<file path="config.mk">
export PLATFORM = sky130hd
export DESIGN_NAME = sound_chip_interrupt_controller
export DESIGN_NICKNAME = d
export VERILOG_FILES = /design/src/hw/rtl/sci_pkg.sv /design/src/hw/rtl/sci_mask_update.sv /design/src/hw/rtl/sci_level_enc.sv /design/src/hw/rtl/sound_chip_interrupt_controller.sv
export SDC_FILE = /design/constraint.sdc
export NUM_CORES = 1
export LEC_CHECK = 0
export BUFFER_PORTS_ARGS = -buffer_cell sky130_fd_sc_hd__buf_2
export CAP_MARGIN = 20
export CORE_MARGIN = 4
export CORE_UTILIZATION = 60
export CTS_BUF_LIST = sky130_fd_sc_hd__clkbuf_4 sky130_fd_sc_hd__clkbuf_8
export DETAILED_ROUTE_END_ITERATION = 10
export PLACE_DENSITY = 0.82
export SLEW_MARGIN = 20
export SYNTH_ARGS = -nofsm -noshare
export SYNTH_HDL_FRONTEND = slang
export SYNTH_SLANG_ARGS = --single-unit
</file>
<file path="constraint.sdc">
create_clock -name clk -period 3.7 [get_ports clk]
set_input_delay 0.74 -clock clk [delete_from_list [all_inputs] [get_ports clk]]
set_output_delay 0.74 -clock clk [all_outputs]
set_load 0.02 [all_outputs]
</file>
<file path="src/hw/rtl/sci_pkg.sv">
// Shared types and constants for the sound chip interrupt controller.
// Used by every module of the block; depends on nothing else.
`default_nettype none

package sci_pkg;

    // Width of the source masks carried on the ports.
    localparam int DATA_W        = 11;
    // Default number of interrupt sources and the largest supported count.
    localparam int NUM_SOURCES_DEF = 11;
    localparam int SRC_MAX_W     = 16;
    // Software request source, written through a pending write.
    localparam int SOFT_REQ_BIT  = 5;
    // Sources above this slot share its level-select bits.
    localparam int TOP_SLOT      = 7;
    localparam int SLOT_COUNT    = 8;
    localparam int LEVEL_W       = 3;
    localparam int CFG_INDEX_W   = 2;
    localparam int CFG_DATA_W    = 8;

    typedef enum logic [2:0] {
        OP_LOCAL_ENABLE  = 3'd0,
        OP_LOCAL_PENDING = 3'd1,
        OP_LOCAL_CLEAR   = 3'd2,
        OP_HOST_ENABLE   = 3'd3,
        OP_HOST_PENDING  = 3'd4,
        OP_HOST_CLEAR    = 3'd5,
        OP_RAISE         = 3'd6
    } op_t;

    typedef enum logic [CFG_INDEX_W-1:0] {
        CFG_LEVEL_SEL0 = 2'd0,
        CFG_LEVEL_SEL1 = 2'd1,
        CFG_LEVEL_SEL2 = 2'd2
    } cfg_index_t;

    typedef struct packed {
        logic [2:0]        op;
        logic [DATA_W-1:0] data;
    } cmd_t;

    typedef struct packed {
        logic [SLOT_COUNT-1:0] sel2;
        logic [SLOT_COUNT-1:0] sel1;
        logic [SLOT_COUNT-1:0] sel0;
    } level_cfg_t;

endpackage

`default_nettype wire

</file>
<file path="src/hw/rtl/sci_mask_update.sv">
// Enable and pending mask registers for the local and host sides.
// Applies one request per accepted cycle; depends on sci_pkg.
`default_nettype none

module sci_mask_update
    import sci_pkg::*;
#(
    parameter int NUM_SOURCES = NUM_SOURCES_DEF
) (
    input  wire logic                   clk,
    input  wire logic                   rst_n,
    input  wire logic                   fire,
    input  wire cmd_t                   cmd,
    output logic      [NUM_SOURCES-1:0] local_active_next,
    output logic      [NUM_SOURCES-1:0] host_active_next
);

    logic [NUM_SOURCES-1:0] local_enable_reg, local_enable_next;
    logic [NUM_SOURCES-1:0] local_pending_reg, local_pending_next;
    logic [NUM_SOURCES-1:0] host_enable_reg, host_enable_next;
    logic [NUM_SOURCES-1:0] host_pending_reg, host_pending_next;
    logic [SRC_MAX_W-1:0]   data_ext;
    logic [NUM_SOURCES-1:0] d;
    logic [NUM_SOURCES-1:0] soft_req;

    assign data_ext = {{(SRC_MAX_W-DATA_W){1'b0}}, cmd.data};
    assign d        = data_ext[NUM_SOURCES-1:0];

    // A pending write can only set the software request bit.
    always_comb
    begin
        soft_req               = '0;
        soft_req[SOFT_REQ_BIT] = d[SOFT_REQ_BIT];
    end

    always_comb
    begin
        local_enable_next  = local_enable_reg;
        local_pending_next = local_pending_reg;
        host_enable_next   = host_enable_reg;
        host_pending_next  = host_pending_reg;
        if (fire)
        begin
            case (op_t'(cmd.op))
                OP_LOCAL_ENABLE:  local_enable_next  = d;
                OP_LOCAL_PENDING: local_pending_next = local_pending_reg | soft_req;
                OP_LOCAL_CLEAR:   local_pending_next = local_pending_reg & ~d;
                OP_HOST_ENABLE:   host_enable_next   = d;
                OP_HOST_PENDING:  host_pending_next  = host_pending_reg | soft_req;
                OP_HOST_CLEAR:    host_pending_next  = host_pending_reg & ~d;
                OP_RAISE:
                begin
                    local_pending_next = local_pending_reg | d;
                    host_pending_next  = host_pending_reg | d;
                end
                default: ;
            endcase
        end
    end

    always_ff @(posedge clk or negedge rst_n)
    begin
        if (!rst_n)
        begin
            local_enable_reg  <= '0;
            local_pending_reg <= '0;
            host_enable_reg   <= '0;
            host_pending_reg  <= '0;
        end
        else
        begin
            local_enable_reg  <= local_enable_next;
            local_pending_reg <= local_pending_next;
            host_enable_reg   <= host_enable_next;
            host_pending_reg  <= host_pending_next;
        end
    end

    assign local_active_next = local_enable_next & local_pending_next;
    assign host_active_next  = host_enable_next & host_pending_next;

endmodule

`default_nettype wire

</file>
<file path="src/hw/rtl/sci_level_enc.sv">
// Priority encoder that finds the lowest active local source and looks up
// its three-bit level in the level-select registers. Depends on sci_pkg.
`default_nettype none

module sci_level_enc
    import sci_pkg::*;
#(
    parameter int NUM_SOURCES = NUM_SOURCES_DEF
) (
    input  wire logic       [NUM_SOURCES-1:0] active,
    input  wire level_cfg_t                   level_cfg,
    output logic            [LEVEL_W-1:0]     level
);

    always_comb
    begin
        logic [2:0] slot;
        level = '0;
        slot  = '0;
        // Walk from the top down so the lowest active source wins.
        for (int i = NUM_SOURCES - 1; i >= 0; i--)
        begin
            slot = (i > TOP_SLOT) ? 3'(TOP_SLOT) : 3'(i);
            if (active[i])
            begin
                level = {level_cfg.sel2[slot], level_cfg.sel1[slot],
                         level_cfg.sel0[slot]};
            end
        end
    end

endmodule

`default_nettype wire

</file>
<file path="src/hw/rtl/sound_chip_interrupt_controller.sv">
// Top level of the sound chip interrupt controller: handshakes, level-select
// registers and the result register. Depends on sci_pkg, sci_mask_update and
// sci_level_enc.
//
// Each accepted request updates the local and host enable/pending masks and
// produces one result in the next cycle: both active masks, the host IRQ line
// and the level of the lowest active local source. The block takes one
// request per cycle while not stalled; the single result register is refilled
// in the same cycle its content is taken, so in_ready is low only while a
// result waits and out_ready is low. Level-select writes are always accepted
// and should be made while no request is in flight.
`default_nettype none

module sound_chip_interrupt_controller
    import sci_pkg::*;
#(
    parameter int NUM_SOURCES = NUM_SOURCES_DEF
) (
    input  wire logic                   clk,
    input  wire logic                   rst_n,
    input  wire logic                   in_valid,
    output logic                        in_ready,
    input  wire logic [2:0]             operation,
    input  wire logic [DATA_W-1:0]      data,
    output logic                        out_valid,
    input  wire logic                   out_ready,
    output logic      [DATA_W-1:0]      local_active,
    output logic      [LEVEL_W-1:0]     local_level,
    output logic      [DATA_W-1:0]      host_active,
    output logic                        host_irq,
    input  wire logic                   cfg_valid,
    output logic                        cfg_ready,
    input  wire logic [CFG_INDEX_W-1:0] cfg_index,
    input  wire logic [CFG_DATA_W-1:0]  cfg_data
);

    level_cfg_t             level_cfg_reg;
    logic                   out_valid_reg;
    logic [DATA_W-1:0]      local_active_reg;
    logic [LEVEL_W-1:0]     local_level_reg;
    logic [DATA_W-1:0]      host_active_reg;
    logic                   host_irq_reg;
    logic                   fire;
    cmd_t                   cmd;
    logic [NUM_SOURCES-1:0] la_next;
    logic [NUM_SOURCES-1:0] ha_next;
    logic [SRC_MAX_W-1:0]   la_ext;
    logic [SRC_MAX_W-1:0]   ha_ext;
    logic [LEVEL_W-1:0]     level_next;

    assign in_ready  = !out_valid_reg || out_ready;
    assign fire      = in_valid && in_ready;
    assign cfg_ready = 1'b1;

    assign cmd.op   = operation;
    assign cmd.data = data;

    sci_mask_update #(
        .NUM_SOURCES (NUM_SOURCES)
    ) u_mask_update (
        .clk               (clk),
        .rst_n             (rst_n),
        .fire              (fire),
        .cmd               (cmd),
        .local_active_next (la_next),
        .host_active_next  (ha_next)
    );

    sci_level_enc #(
        .NUM_SOURCES (NUM_SOURCES)
    ) u_level_enc (
        .active    (la_next),
        .level_cfg (level_cfg_reg),
        .level     (level_next)
    );

    assign la_ext = SRC_MAX_W'(la_next);
    assign ha_ext = SRC_MAX_W'(ha_next);

    always_ff @(posedge clk or negedge rst_n)
    begin
        if (!rst_n)
        begin
            level_cfg_reg <= '0;
        end
        else if (cfg_valid)
        begin
            unique case (cfg_index)
                CFG_LEVEL_SEL0: level_cfg_reg.sel0 <= cfg_data;
                CFG_LEVEL_SEL1: level_cfg_reg.sel1 <= cfg_data;
                CFG_LEVEL_SEL2: level_cfg_reg.sel2 <= cfg_data;
                default: ;
            endcase
        end
    end

    always_ff @(posedge clk or negedge rst_n)
    begin
        if (!rst_n)
        begin
            out_valid_reg <= 1'b0;
        end
        else if (in_ready)
        begin
            out_valid_reg <= in_valid;
        end
    end

    always_ff @(posedge clk)
    begin
        if (fire)
        begin
            local_active_reg <= la_ext[DATA_W-1:0];
            local_level_reg  <= level_next;
            host_active_reg  <= ha_ext[DATA_W-1:0];
            host_irq_reg     <= |ha_next;
        end
    end

    assign out_valid    = out_valid_reg;
    assign local_active = local_active_reg;
    assign local_level  = local_level_reg;
    assign host_active  = host_active_reg;
    assign host_irq     = host_irq_reg;

endmodule

`default_nettype wire
</file>
==> out/metrics.cfg <==
[status]
outcome = finished clean

[power]
p_total_mw = 2.68
p_int_mw = 1.83
p_comb_share_pct = 24.2
p_sw_share_pct = 31.5
pwr-share-clk_pct = 23.1
leakagePower_nw = 2.22
seqPwrFrac_pct = 52.6
powerDensity_nw_per_um2 = 511
irDropWorstVdd_mv = 0.320
p_sw_mw = 0.844

[placed_design]
io_buffers = 56
dp_hpwl_mm = 7.89
dp_slack_ps = 357
place_area_um2 = 5070
routabilityCongestion = 0.853

[synthesis]
synthDistinctLibCells = 49
synth_cells = 415
synth_edf_count = 26
netlist_area_um2 = 4640
ys_ff_latch = 95
ys_seq_area_share_pct = 54.0
syn_nets = 444
ys.flop_type = dfrtp_1
synth_area_per_cell_um2 = 11.2
ys_async_sr_fraction_pct = 72.6
synth-warning-count = 0

[finish]
largest_reg_flops = 24
final_nets = 504
num_antenna_cells = 0
fillers = 540
stdcell_area_um2 = 5240
area_growth_pct = 12.9
drive_gt1_share_pct = 28.7

[route]
wl_per_cell_um = 18.9
drc_errors = 0
wl_mm = 11.0
dr.pass1.iters = 5
vias = 3656
post_drt_via_cell_ratio = 6.31
initialDrtViolationCount = 298
antenna_left = 0

[timing]
relSlewSlack_pct = 42.3
period_needed_ps = 2980
hold_viol = 0
rsz0062_at_grt = no
setup_slack_ps = 716
setup_tns_ps = 0
max_freq_ghz = 0.335
drv_slew = 0
worstMarginPinSlew_ps = 865
fin_hold_ws_ps = 495
period_share_pct = 80.7
clock_skew_ps = 7.91
finalSetupViolations = 0

[worst_setup_path]
cp.required_ps = 3800
slowest_delay_ps = 590
worst_path_max_delay_cell = or4_1
cp_num_buf_inv = 2
cp-start-kind = primary input
r2r_slack_ps = 740
cpMostUsedCell = or4_1
crit_chain = buf_2 > nand3b_4 > or3_1 > buf_4 > a21oi_1 > a221oi_1 > or4_1 > or4_1
crit_path_end_kind = flip-flop
cp.arrival_ps = 3090
reg2reg_from = out_valid$_DFFE_PN0N_
reg2reg_to = host_irq$_DFFE_PN_
critPathTopFamily = simple AND/OR/NAND/NOR gates
worstSetupPathType = primary input to flip-flop
r2r_cells = 7
crit_path_max_fanout = 19

[clock_network]
clock-sinks = 95
cts_hold_buf = 0
htree_levels = 3
cts.clk_slew.worst_paths_ps = 90
cts_tree = done
cts_setup_buffers = 0
worstSkewPairLatency_ps = 360
cts_buffer_depth = 2
cts-resized-gates = 0
cts_buffers = 9
root_buffer = clkbuf_8

[worst_hold_path]
hold_path_class = flip-flop to flip-flop
holdPathEnd = u_mask_update.host_enable_reg[6]$_DFF_PN0_
hold_path_depth = 2
worstHoldStart = u_mask_update.host_enable_reg[6]$_DFF_PN0_

[floorplanning]
die_h_um = 96.0
ioPinCount = 58
start_util_pct = 63.0
dieArea_um2 = 9210
die_width_um = 96.0
core_um2 = 7370
row_count = 31

[grt]
grt_pass1_wl_mm = 17.9
grt_max_degree = 70
overflow = 0
grt_usage_pct = 25.7
grt_pass1_vias = 3628
antenna_found_initial = 0

[run]
timing.max_cap.violations = 0

[cell type report]
type                       count  area (µm²)  area share, %
sequential                    95        2510           47.8
multi-input combinational    270        1940           37.0
timing repair buffer          72         400           7.64
clock buffer                  11         139           2.65
tap                           99         124           2.36
inverter                      27         101           1.93
clock inverter                 5        32.5          0.621
[Yosys cell counts, types with 6 or more instances]
cell	instances	area, µm²
a21oi_1	10	50.1
nand4_1	17	106
clkbuf_1	18	67.6
edfxtp_1	26	781
or4_1	12	90.1
nor2b_1	11	68.8
and2_1	15	93.8
o31ai_1	7	52.6
nand3_1	7	35.0
nor2_1	7	26.3
mux2_2	41	462
inv_1	25	93.8
dfrtp_1	69	1730
a22o_1	6	52.6
o211ai_1	16	120
o21ai_0	21	105
nand2_1	37	139
[metrics by stage]
stage                     instances  utilization, %
after CTS                       579            71.1
after global routing            579            71.1
final                           579            71.1
after detailed placement        563            68.8
after floorplan                 415               -
after global placement          563            68.8
[routing by layer]
metal / part of all wire (%) / track usage, % / vias up
met1: 43 / 34.1 / 1800
met2: 50 / 41.2 / 154
met5: 0 / 0 / -
met3: 6.1 / 6.18 / 19
li1: - / - / 1683
met4: 1.6 / 9.48 / 0
[power by group through the flow]
stage               Combinational (mW)  Clock [mW]  Sequential, mW
floorplan                        0.408           0            1.44
global placement                 0.620           0            1.42
detailed placement               0.643           0            1.43
CTS                              0.645       0.632            1.41
global route                     0.712       0.680            1.43
finish                           0.649       0.619            1.41
[logic make-up after synthesis]
logic type / share of synthesized area, %
muxes: 10.9
other: 0.0808
and+or+nand+nor: 15.4
DFF: 54.0
AOI/OAI and AO/OA: 15.2
buffers and inverters: 4.37
[worst max-delay path by stage]
stage / end / depth (start not counted) / from / slack, ps
global route: host_irq$_DFFE_PN_ / 7 / out_valid$_DFFE_PN0N_ / 590
global placement: host_irq$_DFFE_PN_ / 8 / operation[2] / 470
CTS: host_irq$_DFFE_PN_ / 8 / operation[2] / 740
floorplan: host_irq$_DFFE_PN_ / 8 / operation[2] / 620
detailed placement: host_irq$_DFFE_PN_ / 8 / operation[2] / 360
finish: host_irq$_DFFE_PN_ / 8 / operation[2] / 720
[tightest hold or removal path, stage by stage (launching register included)]
cell and delay (ps):
dfrtp_1 360, nand2_1 50, o21ai_0 60
[cell usage in the layout, fill, tap and decap left out, drive strengths merged, types with 5 or more instances in the layout]
cell and n:
and2 15, or4 12, mux2 42, a41oi 5, a22o 6, o31ai 7, o211ai 16, nand4 17
nand2 37, clkbuf 11, edfxtp 26, nor2 7, inv 28, o41ai 5, nand3 7, buf 72
a21oi 10, o21ai 21, nor2b 11, dfrtp 69
No activity file was read; power rests on OpenSTA's default activity.
